<file path="src/pcs_pkg.sv">
package pcs_pkg;

	localparam int unsigned DATA_W   = 32;
	localparam int unsigned DT_W     = 16;
	localparam int unsigned LIMIT_W  = 31;
	localparam int unsigned PROD_W   = 64;
	localparam int unsigned MUL_W    = 33;
	localparam int unsigned FRAC_W   = 16;
	localparam int unsigned CFG_IDX_W = 3;

	// quotient bits retired per divider cycle
	localparam int unsigned DIV_DIGIT = 4;
	localparam int unsigned DIV_STEPS = PROD_W / DIV_DIGIT;
	localparam int unsigned DIV_CNT_W = $clog2(DIV_STEPS);

	typedef enum logic [CFG_IDX_W-1:0] {
		CFG_GAIN_P         = 3'd0,
		CFG_GAIN_I         = 3'd1,
		CFG_GAIN_D         = 3'd2,
		CFG_INTEGRAL_LIMIT = 3'd3,
		CFG_OUTPUT_LIMIT   = 3'd4,
		CFG_DERIV_MEAS     = 3'd5
	} cfg_idx_t;

	typedef struct packed {
		logic busy;
		logic done;
	} div_stat_t;

endpackage

</file>
<file path="src/pcs_mul.sv">
module pcs_mul (
	input  logic                                clk,
	input  logic signed [pcs_pkg::MUL_W-1:0]    a,
	input  logic signed [pcs_pkg::MUL_W-1:0]    b,
	output logic signed [pcs_pkg::PROD_W-1:0]   prod
);
	import pcs_pkg::*;

	logic signed [2*MUL_W-1:0] full;

	assign full = a * b;

	// every product the sequencer asks for fits in the low 64 bits
	always_ff @(posedge clk) begin
		prod <= full[PROD_W-1:0];
	end

endmodule

</file>
<file path="config.mk">
export PLATFORM = sky130hd
export DESIGN_NAME = pcs_mul
export DESIGN_NICKNAME = d
export VERILOG_FILES = /design/src/pcs_pkg.sv /design/src/pcs_mul.sv
export SDC_FILE = /design/constraint.sdc
export NUM_CORES = 2
export LEC_CHECK = 0
export BUFFER_PORTS_ARGS = -buffer_cell sky130_fd_sc_hd__buf_2
export CAP_MARGIN = 10
export CORE_UTILIZATION = 65
export CTS_CLUSTER_DIAMETER = 80
export CTS_CLUSTER_SIZE = 20
export DETAILED_ROUTE_END_ITERATION = 12
export PLACE_DENSITY = 0.79
export RECOVER_POWER = 50
export SLEW_MARGIN = 20
export SYNTH_ARGS = -nofsm -noshare
export SYNTH_HDL_FRONTEND = slang
export SYNTH_SLANG_ARGS = --single-unit
</file>
<file path="constraint.sdc">
create_clock -name clk -period 11.9 [get_ports clk]
set_clock_uncertainty 0.15 [all_clocks]
set_input_delay 0.595 -clock clk [delete_from_list [all_inputs] [get_ports clk]]
set_output_delay 0.595 -clock clk [all_outputs]
set_load 0.05 [all_outputs]
</file>
==> metrics <==
crit-path most repeated cell fa_1; via count between 20,000 and 30,000; Synth Warn # 0; failing checks max-capacitance violations, max-slew violations; htree depth 3; Post-DP HPWL 82.0 mm; Worst Hold Class in2reg; Core ar. 60,200 sq um; Synth Cell Area 39,500 sq um; Primary FF master, synth dfxtp_1; WP buf/inv 4; Post-Synth Simple-Gate Area about 16%; Required @ worst endpoint 12.00 ns; Die X between 200 and 250 microns; sequential share of the synthesized area 3.24%; worst-margin pin slew 1.91 ns; CP Launch Type input port; # fillers 4,681; registers with the most flip-flops prod (64); Post-Synth Adder-Cell Area 63.7%; initial antenna violation count 6; DRC Markers 0; Via density about 5.7; Max-Slew Margin vs Limit -27.0%; FMAX 115 MHz; wire length on met3 6.17 mm; Setup crit end kind register; Setup crit end prod[54]; WL met2 roughly 52 mm; die area 61,800 sq um; crit path max-delay cell type clkbuf_1; PortBufs 130; layout net count ~5,500; final setup vio count 0; total clock sinks 64; Post-synth EDFFs 0; max-slew violations 34; grt ovf 0; worst-path maximum fanout 33; Critical Path AT 8.80 ns; Routed WL 101 mm; Hold Buf Count CTS 0; Post-CTS Setup Inserts 0; area grow syn2layout 2.69%; Compound-Gate Fraction of Synth Area 3.25%; post-synthesis register bit count 64; status finished with violations; Clock Path Buffers 2; M1 WL 35.2 mm; delay of the slowest cell on the worst path 1.34 ns; Final TNS setup 0 ns; Top reg by flops prod; max FFs per register 64; drt first-iter violations about 2,000; synth unique cells 57; Pre-antenna DRT Iters 5; global-route usage over all layers 34.5%; Reg area 1280 sq um; top sig layer met5; Post-Synth XOR/XNOR Area 1.68%; Rows 90; RSZ-0062 raised after global routing false; post-synthesis mux area share less than 1%; largest net degree at the start of global routing 35; Mapped Nets roughly 5,600; min Tclk post-route 8.69 ns; average size of a mapped cell ~9.4 sq um; largest family of logic cells by synthesized area adder cells; io pins 131; CP Cell Sequence clkbuf_1, nand2b_1, fa_1, fa_1, inv_1, fa_1, fa_1, fa_1, fa_1, fa_1, inv_1, fa_1, inv_1, ha_1, nand4_1, nor3_1, nand4_1, nor3_2, o31a_1, o211ai_1, a21oi_1, o22ai_1, xnor2_1; crit path launch a[0]; Final ANT Viol Nets 0; TritonCTS clock tree built; Die Y between 200 and 250 microns; # resized after CTS 0; Tcrit/Tclk final 73.1%; Initial Util 65.6%; area taken by multi-input logic gates between 30,000 and 40,000 sq um; first-pass GRT wire length 163 mm; CTS buffer count 9; Fin Hold WS 0.644 ns; cell family with most CP delay adder cells; Critical Path Stages 23; Crit Path Class in2reg; clk slew on worst S/H paths 0.06 ns; Hold Startpoint b[0]; Hold Violations, Final 0; FFs w/ async S/R, synth 0%; Root Buffer clkbuf_16; WL/cell 20.4 microns; Max Cap Violations 1; Mapped Cells roughly 4,200; GPL Wtd Cong between 0.9 and 1; number of global-route vias before repair 31,000; share of cells above drive strength 1 2.25%
worst min path at each step:
stage	to	depth (start not counted)	slack, ns
after floorplan	prod[0]	1	0.57
after global placement	prod[34]	1	0.91
after detailed placement	prod[10]	1	0.91
after CTS	prod[0]	2	0.61
after global routing	prod[0]	2	0.66
final	prod[0]	2	0.64
layout make-up:
cell class | instances | share of cell area, %
Antenna cell | 3 | 0.0185
Clock inverter | 4 | 0.173
Inverter | 1086 | 10.0
Timing Repair Buffer | 135 | 1.50
Sequential cell | 64 | 3.16
Multi-Input combinational cell | 2835 | 82.1
Clock buffer | 11 | 0.573
Tap cell | 782 | 2.41
per-layer routing:
| layer | track usage (%) | vias up |
|---|---|---|
| li1 | - | 11800 |
| met1 | 41.9 | 14700 |
| met2 | 59.5 | 1254 |
| met3 | 3.37 | 375 |
| met4 | 21.5 | 6 |
| met5 | 0 | - |
kinds of logic (layout without fill, tap and decap cells):
logic type               Yosys count  after routing
flip-flops                        64             64
other                              0              3
multiplexers                       1              1
buffers and inverters           1308           1236
adder cells (fa/ha/maj)         1337           1337
AO/OA/AOI/OAI                    200            200
XOR/XNOR                          76             76
AND/OR/NAND/NOR                 1221           1221
stage by stage:
stage	instance area [sq um]	utilization [%]	cells	setup slack, ns
finish	40600	67.4	4920	3.21
floorplan	39500	-	4207	3.89
CTS	40700	67.5	4917	3.25
global placement	40400	67.0	4902	3.03
detailed placement	40400	67.0	4902	2.87
global route	40600	67.4	4918	2.69
synth_stat cells, types with 4 or more instances:
| cell | count | area share [%] |
|---|---|---|
| fa_1 | 1125 | 57 |
| nor4_1 | 4 | 0.063 |
| and3_1 | 6 | 0.095 |
| nor2b_1 | 32 | 0.51 |
| o21a_1 | 18 | 0.34 |
| and4_1 | 4 | 0.089 |
| a211oi_1 | 8 | 0.15 |
| o21ai_0 | 29 | 0.37 |
| xor2_1 | 21 | 0.47 |
| nor2_1 | 18 | 0.17 |
| o21ai_1 | 6 | 0.076 |
| clkbuf_1 | 222 | 2.1 |
| o211ai_1 | 7 | 0.13 |
| dfxtp_1 | 64 | 3.2 |
| o31ai_1 | 4 | 0.076 |
| and2_1 | 548 | 8.7 |
| o21bai_1 | 7 | 0.13 |
| or3_1 | 4 | 0.063 |
| nand4_1 | 12 | 0.19 |
| a31oi_1 | 6 | 0.095 |
| ha_1 | 212 | 6.7 |
| inv_1 | 1086 | 10 |
| nor3_1 | 11 | 0.14 |
| a21o_1 | 18 | 0.34 |
| nand3_1 | 18 | 0.23 |
| nand2_1 | 547 | 5.2 |
| xnor2_1 | 55 | 1.2 |
| a21oi_1 | 69 | 0.87 |
| nand2b_1 | 9 | 0.14 |
placed cells by master (no fill, tap or decap), types with 55 or more instances in the layout:
| cell | n |
|---|---|
| fa_1 | 1125 |
| inv_1 | 1086 |
| and2_1 | 547 |
| nand2_1 | 547 |
| ha_1 | 212 |
| a21oi_1 | 69 |
| buf_2 | 67 |
| clkbuf_1 | 65 |
| dfxtp_1 | 64 |
| xnor2_1 | 55 |
Power is not shown: default switching activity piles up to over one toggle a cycle in this logic, so the estimate is an artifact.
