## src/pcs_pkg.sv

```systemverilog
package pcs_pkg;

	localparam int unsigned DATA_W   = 32;
	localparam int unsigned DT_W     = 16;
	localparam int unsigned LIMIT_W  = 31;
	localparam int unsigned PROD_W   = 64;
	localparam int unsigned MUL_W    = 33;
	localparam int unsigned FRAC_W   = 16;
	localparam int unsigned CFG_IDX_W = 3;

	// quotient bits retired per divider cycle
	localparam int unsigned DIV_DIGIT = 4;
	localparam int unsigned DIV_STEPS = PROD_W / DIV_DIGIT;
	localparam int unsigned DIV_CNT_W = $clog2(DIV_STEPS);

	typedef enum logic [CFG_IDX_W-1:0] {
		CFG_GAIN_P         = 3'd0,
		CFG_GAIN_I         = 3'd1,
		CFG_GAIN_D         = 3'd2,
		CFG_INTEGRAL_LIMIT = 3'd3,
		CFG_OUTPUT_LIMIT   = 3'd4,
		CFG_DERIV_MEAS     = 3'd5
	} cfg_idx_t;

	typedef struct packed {
		logic busy;
		logic done;
	} div_stat_t;

endpackage

```

## src/pcs_div.sv

```systemverilog
module pcs_div (
	input  logic                          clk,
	input  logic                          arst_n,
	input  logic                          start,
	input  logic [pcs_pkg::PROD_W-1:0]    numer,
	input  logic [pcs_pkg::DT_W-1:0]      denom,
	output logic [pcs_pkg::PROD_W-1:0]    quot,
	output pcs_pkg::div_stat_t            stat
);
	import pcs_pkg::*;

	logic [DT_W-1:0]      rem_q;
	logic [PROD_W-1:0]    num_q;
	logic [DT_W-1:0]      den_q;
	logic [DIV_CNT_W-1:0] cnt_q;
	logic                 busy_q;
	logic                 done_q;

	logic [DT_W-1:0]      rem_nxt;
	logic [PROD_W-1:0]    num_nxt;

	// restoring division, DIV_DIGIT one-bit steps per cycle while busy; quotient shifts into num_q
	always_comb begin
		logic [DT_W:0] t;
		rem_nxt = rem_q;
		num_nxt = num_q;
		for (int i = 0; i < DIV_DIGIT; i++) begin
			t = {rem_nxt, num_nxt[PROD_W-1]};
			num_nxt = {num_nxt[PROD_W-2:0], 1'b0};
			if (t >= {1'b0, den_q}) begin
				t = t - {1'b0, den_q};
				num_nxt[0] = 1'b1;
			end
			rem_nxt = t[DT_W-1:0];
		end
	end

	always_ff @(posedge clk or negedge arst_n) begin
		if (!arst_n) begin
			busy_q <= 1'b0;
			done_q <= 1'b0;
			cnt_q  <= '0;
		end else if (start) begin
			busy_q <= 1'b1;
			done_q <= 1'b0;
			cnt_q  <= '0;
		end else if (busy_q) begin
			cnt_q <= cnt_q + 1'b1;
			if (cnt_q == DIV_CNT_W'(DIV_STEPS - 1)) begin
				busy_q <= 1'b0;
				done_q <= 1'b1;
			end
		end
	end

	always_ff @(posedge clk) begin
		if (start) begin
			rem_q <= '0;
			num_q <= numer;
			den_q <= denom;
		end else if (busy_q) begin
			rem_q <= rem_nxt;
			num_q <= num_nxt;
		end
	end

	assign quot      = num_q;
	assign stat.busy = busy_q;
	assign stat.done = done_q;

endmodule

```

## config.mk

```make
export PLATFORM = sky130hd
export DESIGN_NAME = pcs_div
export DESIGN_NICKNAME = d
export VERILOG_FILES = /design/src/pcs_pkg.sv /design/src/pcs_div.sv
export SDC_FILE = /design/constraint.sdc
export NUM_CORES = 1
export LEC_CHECK = 0
export ABC_AREA = 1
export BUFFER_PORTS_ARGS = -buffer_cell sky130_fd_sc_hd__buf_2
export CORE_MARGIN = 10
export CORE_UTILIZATION = 60
export DETAILED_ROUTE_END_ITERATION = 16
export GPL_ROUTABILITY_DRIVEN = 1
export HOLD_SLACK_MARGIN = 0.1
export PLACE_DENSITY = 0.85
export SYNTH_ARGS = -nofsm -noshare
export SYNTH_HDL_FRONTEND = slang
export SYNTH_SLANG_ARGS = --single-unit
```

## constraint.sdc

```tcl
create_clock -name clk -period 16.3 [get_ports clk]
set_clock_uncertainty 0.2 [all_clocks]
set_input_delay 2.445 -clock clk [delete_from_list [all_inputs] [get_ports clk]]
set_output_delay 2.445 -clock clk [all_outputs]
set_load 0.05 [all_outputs]
```

==> run metrics <==
mapped cell area=between 0.008 and 0.009 mm2; xor and xnor area share after synthesis=under 10%; Post-CTS Hold Buffers=0; Synth Flop Type=sky130_fd_sc_hd__edfxtp_1; area of the placeable core=0.0133 mm2; share of synthesized area occupied by flip-flops and latches=between 30% and 40%; multiplexer share of the synthesized area=0%; number of remaining DRC errors=0; floorplan die width=137 um; first-iteration detailed-routing DRC count=between 800 and 900; number of maximum-capacitance violations=0; total count of max-transition violations in the final report=0; Die Ht=about 140 um; fmax=approximately 110 MHz; syn_nets=about 1,300; Worst-path clk slew=around 70 ps; H-tree level count=3; Synth Area in Compound Gates=7.22%; number of optimization iterations in the first detailed-route pass=5; maximum number of pins on one net before global-route repair=70; Worst Path Arrival=9490 ps; initial antenna violation count=1; distinct cell type count after synthesis=between 40 and 50; Initial Utilization=~62%; depth of the worst hold-timing path=2; Hold Crit Start=rem_q[1]$_SDFFE_PP0P_; max-slew headroom at the worst pin=between 30% and 40%; PortBufs=around 150; root buf cell=sky130_fd_sc_hd__clkbuf_16; setup repair after global routing missed its margin=no; Yosys Warn Count=0; cells after synthesis=about 1,200; remaining antenna violation count=0; Setup Buffers After CTS=0; post-synthesis simple-gate area fraction=approximately a third; dominant combinational cell family by area after synthesis=simple AND/OR/NAND/NOR gates; start of the worst register-to-register path=den_q[12]$_DFFE_PP_; slowest stage cell, crit path=sky130_fd_sc_hd__nand2_1; reg2reg setup slack=6850 ps; Clock Tree Buf Depth=2; sort of element at the start of the critical path=register; category of the most critical setup path=reg -> reg; Post-synth ARST share=5.88%; setup TNS after final layout=0 ps; global-route wire length before repair=about 41 mm; run status=finished clean; antenna diode count=0; post-synthesis share of cell area spent on full adders, half adders and majority gates=approximately 11%; number of gates resized after CTS=0; Worst Path Max Fanout=19; worst skew pair latency=between 300 and 400 ps; Critical Path Sink Type=register; half-perimeter wire length after placement=between 20 and 25 mm; period utilisation layout=between 50% and 60%; ratio of routed vias to standard cells=between 5 and 6; proportion of layout cells with a drive suffix above 1=around 16%; Final Hold Fails=0; Seq cells post-synth=a little over 100; WL final=26.2 mm; clk sinks=roughly 100; GRT overflow=0; aggregate global-route resource usage=~28%; routed vias=8,094; count of flip-flops with a built-in enable after synthesis=80; mean instance size in the synthesized netlist=about 7.2 um2; most used cell along the critical path=sky130_fd_sc_hd__nand2_1; clock buffers created by TritonCTS=9; DIE AREA=roughly 0.019 mm2; setup violation total in the final timing report=0; transition at the pin with the smallest max-transition slack=1030 ps; class of the tightest hold or removal check=reg -> reg; number of top-level pins=149; Worst Path Required=~16,000 ps; total number of placement rows=42; reg2reg end=rem_q[7]$_SDFFE_PP0P_; post-detailed-route wirelength per cell=between 15 and 20 um; worst hold path endpoint=rem_q[1]$_SDFFE_PP0P_; area growth from synthesis to layout=14.2%; Placer Congestion=approximately 1.0; via count of the first global-routing pass=7,718; CTS tree=yes; delay of the slowest cell on the worst path=between 500 and 600 ps; Tmin final=about 9500 ps; number of nets in the layout=approximately 1,400; R2R depth=48
-- kinds of logic (layout without fill, tap and decap cells) --
family / Yosys count / after routing
buffers and inverters: 176 / 315
AND/OR/NAND/NOR: 654 / 654
AO/OA/AOI/OAI: 105 / 105
XOR/XNOR: 46 / 46
adder cells (fa/ha/maj): 69 / 69
flip-flops: 102 / 102
-- how the worst max path moves through the flow --
| stage | from | to | depth (start not counted) |
|---|---|---|---|
| 3_3_place_gp | den_q[12]$_DFFE_PP_ | rem_q[3]$_SDFFE_PP0P_ | 47 |
| 4_1_cts | den_q[12]$_DFFE_PP_ | rem_q[7]$_SDFFE_PP0P_ | 48 |
| 3_5_place_dp | den_q[12]$_DFFE_PP_ | rem_q[15]$_SDFFE_PP0P_ | 48 |
| 5_1_grt | den_q[12]$_DFFE_PP_ | rem_q[8]$_SDFFE_PP0P_ | 49 |
| 6_report | den_q[12]$_DFFE_PP_ | rem_q[7]$_SDFFE_PP0P_ | 48 |
| 2_1_floorplan | quot[63]$_DFFE_PP_ | rem_q[10]$_SDFFE_PP0P_ | 50 |
-- cell type report --
class	instances	area, um2
Timing Repair Buffer	152	771
Sequential cell	102	2870
Inverter	147	552
Clock buffer	10	239
Tap cell	176	220
Clock inverter	6	86.3
Fill cell	1138	3930
Multi-Input combinational cell	874	4680
-- Yosys cell counts (6+ instances only) --
cell                         n  area [um2]
sky130_fd_sc_hd__nor3_1      8        40.0
sky130_fd_sc_hd__xor2_1     20         175
sky130_fd_sc_hd__edfxtp_1   80        2400
sky130_fd_sc_hd__clkbuf_1   17        63.8
sky130_fd_sc_hd__nand2_1   464        1740
sky130_fd_sc_hd__ha_1       65         813
sky130_fd_sc_hd__buf_2       6        30.0
sky130_fd_sc_hd__nand2_2    13        81.3
sky130_fd_sc_hd__nor2_1     39         146
sky130_fd_sc_hd__dfxtp_1    16         320
sky130_fd_sc_hd__a21oi_1    56         280
sky130_fd_sc_hd__nand4_1     8        50.1
sky130_fd_sc_hd__nand3_1    95         475
sky130_fd_sc_hd__xnor2_1    26         228
sky130_fd_sc_hd__dfrtp_1     6         150
sky130_fd_sc_hd__nand3_2     7        70.1
sky130_fd_sc_hd__inv_1     143         537
sky130_fd_sc_hd__a31oi_1     6        37.5
sky130_fd_sc_hd__o21ai_0    23         115
-- placed cells by master, fill, tap and decap left out, types with 23 or more instances in the layout --
master | netlist | routed
sky130_fd_sc_hd__ha_1 | 65 | 65
sky130_fd_sc_hd__xnor2_1 | 26 | 26
sky130_fd_sc_hd__o21ai_0 | 23 | 23
sky130_fd_sc_hd__buf_2 | 6 | 148
sky130_fd_sc_hd__inv_1 | 143 | 142
sky130_fd_sc_hd__nand2_1 | 464 | 464
sky130_fd_sc_hd__nor2_1 | 39 | 39
sky130_fd_sc_hd__nand3_1 | 95 | 95
sky130_fd_sc_hd__a21oi_1 | 56 | 56
sky130_fd_sc_hd__edfxtp_1 | 80 | 80
-- through the flow --
step / instances / hold slack, ps / cell area (um2) / setup WS, ps / utilization (%)
2_1_floorplan: 1152 / 244 / 8250 / 8670 / -
3_3_place_gp: 1451 / 264 / 9100 / 7330 / 68.1
3_5_place_dp: 1451 / 266 / 9100 / 7230 / 68.1
4_1_cts: 1467 / 278 / 9420 / 7170 / 70.6
5_1_grt: 1467 / 313 / 9420 / 6200 / 70.6
6_report: 1467 / 277 / 9420 / 6850 / 70.6
-- sequential cells by signal, summed over array words and instances, names as in the netlist --
signal  flops
den_q      16
busy_q      1
rem_q      16
quot       64
done_q      1
cnt_q       4
-- worst max-delay path, delay by kind of cell, from the launching register on --
kind                       cells  cell delay (ps)
and+or+nand+nor               23             3910
AOI/OAI and AO/OA             14             2620
adders and majority gates      4             1220
buffers and inverters          7             1000
DFF                            1              360
-- per-layer routing --
metal	wire, um	part of all wire, %	track usage (%)	up-vias
li1	-	-	-	3980
met1	11100	43	37.2	3692
met2	11500	44	43.2	377
met3	2540	9.7	6.88	45
met4	960	3.7	10.8	0
met5	0	0	0	-
Power is not shown: default switching activity piles up to over one toggle a cycle in this logic, so the estimate is an artifact.
